<file path="src/hdl/osrch_pkg.sv">
// Package for the ROM search engine: command codes, item and result types.
// No dependencies; used by osrch_core and one_wire_rom_search.
package osrch_pkg;

	localparam int CODE_W      = 64;
	localparam int FAMILY_BITS = 8;

	typedef enum logic [1:0] {
		CMD_BEGIN = 2'd0,
		CMD_PAIR  = 2'd1,
		CMD_CLEAR = 2'd2
	} cmd_t;

	typedef struct packed {
		cmd_t cmd;
		logic presence;
		logic id_bit;
		logic cmp_bit;
	} item_t;

	typedef struct packed {
		logic              last_device;
		logic [CODE_W-1:0] rom_code;
		logic              found;
		logic              done_res;
		logic              dir_bit;
		logic              dir_valid;
	} result_t;

endpackage

</file>
<file path="src/hdl/osrch_core.sv">
// Search state registers and the per-item decision logic.
// Depends on osrch_pkg. State advances on step_en; res is combinational.
module osrch_core #(
	parameter int ROM_BITS = 64
) (
	input  logic              clk,
	input  logic              arst_n,
	input  logic              step_en,
	input  osrch_pkg::item_t   item,
	output osrch_pkg::result_t res
);
	import osrch_pkg::*;

	localparam int POS_W = $clog2(ROM_BITS + 1);
	localparam int IDX_W = (ROM_BITS > 1) ? $clog2(ROM_BITS) : 1;

	logic [ROM_BITS-1:0] rom_q, rom_n;
	logic [POS_W-1:0]    last_discrep_q, last_discrep_n;
	logic                last_dev_q, last_dev_n;
	logic [POS_W-1:0]    bit_pos_q, bit_pos_n;
	logic [POS_W-1:0]    zero_pos_q, zero_pos_n;
	logic                searching_q, searching_n;

	logic [IDX_W-1:0] idx;
	logic             dir;

	assign idx = IDX_W'(bit_pos_q - POS_W'(1));

	always_comb begin
		rom_n          = rom_q;
		last_discrep_n = last_discrep_q;
		last_dev_n     = last_dev_q;
		bit_pos_n      = bit_pos_q;
		zero_pos_n     = zero_pos_q;
		searching_n    = searching_q;
		dir            = 1'b0;
		res            = '0;
		case (item.cmd)
			CMD_BEGIN: begin
				if (last_dev_q) begin
					last_discrep_n = '0;
					last_dev_n     = 1'b0;
					searching_n    = 1'b0;
					res.done_res   = 1'b1;
				end else if (!item.presence) begin
					rom_n          = '0;
					last_discrep_n = '0;
					last_dev_n     = 1'b0;
					bit_pos_n      = POS_W'(1);
					zero_pos_n     = '0;
					searching_n    = 1'b0;
					res.done_res   = 1'b1;
				end else begin
					searching_n = 1'b1;
					bit_pos_n   = POS_W'(1);
					zero_pos_n  = '0;
				end
			end
			CMD_PAIR: begin
				if (searching_q) begin
					if (item.id_bit && item.cmp_bit) begin
						last_discrep_n = '0;
						last_dev_n     = 1'b0;
						searching_n    = 1'b0;
						res.done_res   = 1'b1;
					end else begin
						if (item.id_bit != item.cmp_bit) begin
							dir = item.id_bit;
						end else begin
							if (bit_pos_q < last_discrep_q) begin
								dir = rom_q[idx];
							end else begin
								dir = (bit_pos_q == last_discrep_q);
							end
							if (!dir) begin
								zero_pos_n = bit_pos_q;
							end
						end
						rom_n[idx]    = dir;
						res.dir_valid = 1'b1;
						res.dir_bit   = dir;
						if (bit_pos_q >= POS_W'(ROM_BITS)) begin
							searching_n    = 1'b0;
							res.done_res   = 1'b1;
							last_discrep_n = zero_pos_n;
							last_dev_n     = last_dev_q | (zero_pos_n == '0);
							res.found      = 1'b1;
							if (rom_n[FAMILY_BITS-1:0] == '0) begin
								last_discrep_n = '0;
								last_dev_n     = 1'b0;
								res.found      = 1'b0;
							end
							bit_pos_n = POS_W'(1);
						end else begin
							bit_pos_n = bit_pos_q + POS_W'(1);
						end
					end
				end
			end
			CMD_CLEAR: begin
				rom_n          = '0;
				last_discrep_n = '0;
				last_dev_n     = 1'b0;
				bit_pos_n      = POS_W'(1);
				zero_pos_n     = '0;
				searching_n    = 1'b0;
			end
			default: begin
			end
		endcase
		res.rom_code    = CODE_W'(rom_n);
		res.last_device = last_dev_n;
	end

	always_ff @(posedge clk or negedge arst_n) begin
		if (!arst_n) begin
			rom_q          <= '0;
			last_discrep_q <= '0;
			last_dev_q     <= 1'b0;
			bit_pos_q      <= POS_W'(1);
			zero_pos_q     <= '0;
			searching_q    <= 1'b0;
		end else if (step_en) begin
			rom_q          <= rom_n;
			last_discrep_q <= last_discrep_n;
			last_dev_q     <= last_dev_n;
			bit_pos_q      <= bit_pos_n;
			zero_pos_q     <= zero_pos_n;
			searching_q    <= searching_n;
		end
	end

`ifndef SYNTHESIS
	a_pos_range: assert property (@(posedge clk) disable iff (!arst_n)
		searching_q |-> (bit_pos_q != '0) && (bit_pos_q <= POS_W'(ROM_BITS)))
		else $error("bit position out of range during pass");
	a_discrep_range: assert property (@(posedge clk) disable iff (!arst_n)
		last_discrep_q <= POS_W'(ROM_BITS))
		else $error("last discrepancy beyond code length");
	a_last_dev_idle: assert property (@(posedge clk) disable iff (!arst_n)
		last_dev_q |-> !searching_q)
		else $error("pass running after last device found");
`endif

endmodule

</file>
<file path="src/hdl/one_wire_rom_search.sv">
// Top level of the 1-Wire search ROM decision engine.
// Depends on osrch_pkg and osrch_core.
//
// Usage:
// - Slave channel s_axis: one transaction per command. tuser holds the
//   command (begin pass, bit pair, clear); tdata holds presence and the two
//   bits read from the bus.
// - Master channel m_axis: exactly one result transaction per command,
//   with the direction bit to write, pass end/found flags, the current
//   ROM code and the last-device flag.
// - A command passes the input register, then the result register, before
//   its result is valid. Throughput: one command per clock unless stalled; the
//   state update is a single compare and bit write between the two registers.
// - Reset clears both valid flags and the search state (bit position 1).
// - Receiver stall: the result register holds; the input register takes
//   one more command, after which s_axis_tready drops until the result
//   register drains.
module one_wire_rom_search #(
	parameter int ROM_BITS = 64
) (
	input  logic        clk,
	input  logic        arst_n,
	input  logic        s_axis_tvalid,
	output logic        s_axis_tready,
	// [0] presence, [1] id_bit, [2] cmp_bit, [7:3] zero
	input  logic [7:0]  s_axis_tdata,
	// [1:0] cmd
	input  logic [1:0]  s_axis_tuser,
	output logic        m_axis_tvalid,
	input  logic        m_axis_tready,
	// [0] dir_valid, [1] dir_bit, [2] done_res, [3] found, [67:4] rom_code,
	// [68] last_device, [71:69] zero
	output logic [71:0] m_axis_tdata
);
	import osrch_pkg::*;

	logic    valid_s1;
	item_t   item_s1;
	logic    advance;
	result_t res;
	logic    out_valid_q;
	result_t res_q;

	assign advance       = valid_s1 && (!out_valid_q || m_axis_tready);
	assign s_axis_tready = !valid_s1 || advance;

	always_ff @(posedge clk or negedge arst_n) begin
		if (!arst_n) begin
			valid_s1 <= 1'b0;
		end else if (s_axis_tready) begin
			valid_s1 <= s_axis_tvalid;
		end
	end

	always_ff @(posedge clk) begin
		if (s_axis_tvalid && s_axis_tready) begin
			item_s1.cmd      <= cmd_t'(s_axis_tuser);
			item_s1.presence <= s_axis_tdata[0];
			item_s1.id_bit   <= s_axis_tdata[1];
			item_s1.cmp_bit  <= s_axis_tdata[2];
		end
	end

	osrch_core #(
		.ROM_BITS(ROM_BITS)
	) u_core (
		.clk    (clk),
		.arst_n (arst_n),
		.step_en(advance),
		.item   (item_s1),
		.res    (res)
	);

	always_ff @(posedge clk or negedge arst_n) begin
		if (!arst_n) begin
			out_valid_q <= 1'b0;
		end else if (advance) begin
			out_valid_q <= 1'b1;
		end else if (m_axis_tready) begin
			out_valid_q <= 1'b0;
		end
	end

	always_ff @(posedge clk) begin
		if (advance) begin
			res_q <= res;
		end
	end

	assign m_axis_tvalid = out_valid_q;
	assign m_axis_tdata  = {3'b000, res_q.last_device, res_q.rom_code, res_q.found,
		res_q.done_res, res_q.dir_bit, res_q.dir_valid};

`ifndef SYNTHESIS
	a_found_done: assert property (@(posedge clk) disable iff (!arst_n)
		out_valid_q && res_q.found |-> res_q.done_res && res_q.dir_valid)
		else $error("found reported without pass end");
	a_stall_cause: assert property (@(posedge clk) disable iff (!arst_n)
		!s_axis_tready |-> valid_s1 && out_valid_q && !m_axis_tready)
		else $error("input stalled without output back-pressure");
	a_no_drop: assert property (@(posedge clk) disable iff (!arst_n)
		valid_s1 && !advance |=> valid_s1)
		else $error("pending command lost");
`endif

endmodule

</file>
<file path="config.mk">
export PLATFORM = sky130hd
export DESIGN_NAME = one_wire_rom_search
export DESIGN_NICKNAME = d
export VERILOG_FILES = /design/src/hdl/osrch_pkg.sv /design/src/hdl/osrch_core.sv /design/src/hdl/one_wire_rom_search.sv
export SDC_FILE = /design/constraint.sdc
export NUM_CORES = 1
export LEC_CHECK = 0
export BUFFER_PORTS_ARGS = -buffer_cell sky130_fd_sc_hd__buf_2
export CORE_MARGIN = 2
export CORE_UTILIZATION = 40
export DETAILED_ROUTE_END_ITERATION = 7
export GPL_TIMING_DRIVEN = 0
export SLEW_MARGIN = 20
export SYNTH_ARGS = -nofsm -noshare
export SYNTH_HDL_FRONTEND = slang
export SYNTH_SLANG_ARGS = --single-unit
</file>
<file path="constraint.sdc">
create_clock -name clk -period 3.4 [get_ports clk]
set_clock_uncertainty 0.1 [all_clocks]
set_input_delay 0.68 -clock clk [delete_from_list [all_inputs] [get_ports clk]]
set_output_delay 0.68 -clock clk [all_outputs]
set_load 0.01 [all_outputs]
</file>
==> results.md <==
* Status: finished, violations left
* Failing checks: negative setup slack
* Post-DP HPWL at 23.31 mm
* Mapped Cells at slightly below 1000
* Hold_ws at 0.02264 ns
* Placer Congestion at 0.9768
* Worst path bufs/invs at 5
* RSZ-0062 raised after global routing: yes
* Setup crit start kind: flop
* CTS buffer count at 17
* Reg2reg path depth at 13
* Drt via density at 6.578
* R2r endpoint: m_axis_tdata[11]$_DFFE_PP_
* Most used routing layer: met2
* Wire length per cell at between 20 and 30 um
* Worst slew pin tran at 1.180 ns
* # setup viols final at 140
* Fill cell count at 1888
* Final worst path period share at 1.085
* Gr usage total at 0.2904
* GR met1 Demand/Resource at 0.3923
* CP required at around 3.5 ns
* Die footprint at 24940 sq um
* P_leak at ~5 nW
* Critical Setup Path Class: flop to flop
* Largest net degree at the start of global routing at 56
* Clock root cell: clkbuf_16
* Number of routed nets with antenna violations at 0
* Synth top area share at 0.2345
* GR Layer Usage met3 at 0.08541
* Initial antenna violation count at 1
* Max_cap viols at 0
* Psw at between 0.004 and 0.005 W
* Worst min-delay path class: input port to asynchronous set/reset pin
* Clock share of power at 0.189
* Peak per-stage delay on the critical path at 0.60 ns
* I/O pin cnt at 88
* Die X at 157.9 um
* Initial core utilization at 0.4061
* Gate power share at 0.564
* Total vias in the final route at 9577
* Final cell utilization of the core at 0.5788
* Most common cell in the netlist: a21oi_1
* Register-to-register setup slack at -0.29 ns
* PD cells at 770.5 nW/um^2
* CP Max Fanout at 6
* Final instance area at 13510 sq um
* Crit Reg-Reg Startpoint: u_core.bit_pos_q[0]$_DFFE_PN1P_
* Worst vdd ir at 0.0003599 V
* Htree depth at 4
* Switching Share at 0.4504
* Detailed Route WL at 38.65 mm
* Layout cells sized above 1 at 0.3448
* Slowest CP cell: dfstp_2
* Fin worst setup slack at -0.2878 ns
* Final hold vios at 0
* Worst Path Arrival at about 3.8 ns
* Commonest cells post-synth: a21oi_1, o31ai_1, o21ai_0, dfrtp_1, edfxtp_1
* Seq/Total Area, Yosys at 0.4697
* Detailed Routing Iterations Pass 1 at 7
* Ys flop type: dfrtp_1
* Post-Syn Area per Cell at around 9.7 sq um
* Area growth from synthesis to layout at 42.53%
* Non-filler cells, final at 1456
* IO buf count at 79
* Int Pwr at 0.005720 W
* TritonCTS clock tree: done
* Clock transition at path regs at ~0.07 ns
* CP Capture Type: flop
* EDFF count, synth at between 70 and 80
* Synth warnings at 0
* Max Fclk at ~270 MHz
* Die Y at 157.9 um
* # diodes at 0
* Crit path depth at 13
* Fin nets at 1153
* Vias in the first global route at 8599
* Worst-Skew Late Latency at 0.44 ns
* Ys async rst share at 0.5460
* Crit. Startpoint: u_core.bit_pos_q[0]$_DFFE_PN1P_
* Max Transition Viols Final at 0
* CP Cell Sequence: clkinvlp_4 -> ha_4 -> xor2_4 -> buf_12 -> mux4_2 -> mux4_2 -> nor3_4 -> o21ai_2 -> a21oi_2 -> buf_6 -> buf_12 -> clkbuf_16 -> o31ai_4
* Std-Cell Rows at 56
* Flops & latches, synth at 163
* Overall Power at 0.01041 W
* Clk sinks at 163
* Seq pwr share at 0.247
* 1st-iter DRT viols at 1383
* Area leader, netlist: edfxtp_1
* Clock Path Buffers at 2
* Global-route wire length before repair at 53.32 mm
* Synthesized area at approximately 9500 sq um
* Critical Path End: m_axis_tdata[11]$_DFFE_PP_
* Synth cell types at 74
* Gr ovfl total at 0
* Minimum clock period after layout at between 3 and 4 ns
* Floorplan core area at 23330 sq um
* Placed cell count at 1376
* Dominant cells by area after synthesis: edfxtp_1, dfrtp_1, o31ai_1
* Drc violations at 0
* Delay-heaviest family, CP: multiplexers
* Placed cell areas at 10350 sq um
* GRT met2 Usage at 0.4273
* Slew headroom at 0.2110
worst min path at each step:
stage / to / slack (ns) / cells after the start
2_1_floorplan: m_axis_tvalid$_DFFE_PN0P_ / 0.28 / 0
4_1_cts: u_core.last_discrep_q[4]$_DFFE_PN0P_ / 0.04 / 1
3_3_place_gp: u_core.last_discrep_q[4]$_DFFE_PN0P_ / 0.37 / 2
3_5_place_dp: u_core.last_discrep_q[5]$_DFFE_PN0P_ / 0.38 / 2
6_report: u_core.last_discrep_q[4]$_DFFE_PN0P_ / 0.02 / 1
5_1_grt: u_core.last_discrep_q[4]$_DFFE_PN0P_ / 0.05 / 1
cell families after synthesis:
kind of cell	Yosys count	synth area share
buf+inv	105	0.05163
xor+xnor	7	0.008057
other cells	1	0.0003958
flops	163	0.4697
mux	22	0.03420
simple gates	203	0.1001
compound gates	459	0.3174
fa+ha+maj	14	0.01849
area by class of cell:
cell class	instances	area [sq um]	share of cell area
plain buffers	83	651.9	0.04827
clock buffers	18	429.2	0.03178
clock inverters	13	151.4	0.01121
inverters	21	88.84	0.006578
multi-input cells	708	6220	0.4605
flip-flops and latches	163	4452	0.3296
well taps	319	399.1	0.02955
repair buffers	131	1114	0.08245
layer usage:
layer,part of all wire,vias up
met2,0.44,714
met5,0.00031,-
met1,0.38,4630
met4,0.063,2
met3,0.12,187
li1,-,4044
layout by cell type, fill, tap and decap left out, types with 4 or more instances in the layout:
cell type	Yosys	layout
inv_1	21	18
buf_2	13	86
inv_6	0	4
o21ai_1	9	8
o31ai_2	0	26
dfrtp_1	88	87
nand2_1	73	70
buf_6	2	10
mux4_2	8	8
nand3_1	21	14
nand2b_1	10	9
o21ai_0	91	91
a31o_1	7	7
buf_12	0	15
o41ai_2	0	4
buf_4	17	36
clkbuf_2	0	8
clkbuf_1	49	35
or3_1	7	7
o31ai_1	122	7
a21boi_0	57	57
ha_1	14	13
nand3_2	1	8
a21oi_1	123	121
nor2_1	55	53
clkinvlp_4	0	5
nor2b_1	7	7
buf_16	0	4
nor3_1	7	7
o31ai_4	1	90
mux2i_1	11	11
clkbuf_4	0	5
edfxtp_1	74	74
clkbuf_16	0	29
o41ai_4	0	4
power by group through the flow:
| stage | clock, W | combinational [W] | sequential [W] |
|---|---|---|---|
| 5_1_grt | 0.00205 | 0.00603 | 0.00259 |
| 3_5_place_dp | 0 | 0.00324 | 0.00259 |
| 3_3_place_gp | 0 | 0.00322 | 0.00259 |
| 2_1_floorplan | 0 | 0.00216 | 0.00257 |
| 6_report | 0.00197 | 0.00587 | 0.00257 |
| 4_1_cts | 0.00198 | 0.00402 | 0.00255 |
sequential cells by signal, indices dropped and copies added (netlist names):
register	cells
m_axis_tvalid	1
u_core.last_discrep_q	7
u_core.last_dev_q	1
u_core.zero_pos_q	7
u_core.searching_q	1
u_core.bit_pos_q	7
valid_s1	1
u_core.rom_q	64
m_axis_tdata	69
item_s1	5
timing repair:
item,in CTS,in global routing
setup endpoints to repair,146,145
resized for setup,98,268
buffers inserted,24,12
gates cloned,3,12
hold buffers,0,0
pin swaps,21,74
metrics by stage:
step	setup slack, ns	TNS, ns
4_1_cts	-0.1411	-9.385
3_3_place_gp	-1.144	-123.78
2_1_floorplan	0.03085	0
6_report	-0.2878	-23.92
5_1_grt	-0.3310	-30.58
3_5_place_dp	-1.130	-109.13
worst register-to-register path, cell delays in order (launching register included):
cell and delay [ns]:
dfstp_2 0.60, clkinvlp_4 0.15, ha_4 0.21, xor2_4 0.21, buf_12 0.16, mux4_2 0.35
mux4_2 0.54, nor3_4 0.16, o21ai_2 0.09, a21oi_2 0.21, buf_6 0.18, buf_12 0.18
clkbuf_16 0.20, o31ai_4 0.08
Note: power is estimated with default switching activity, not from simulation.
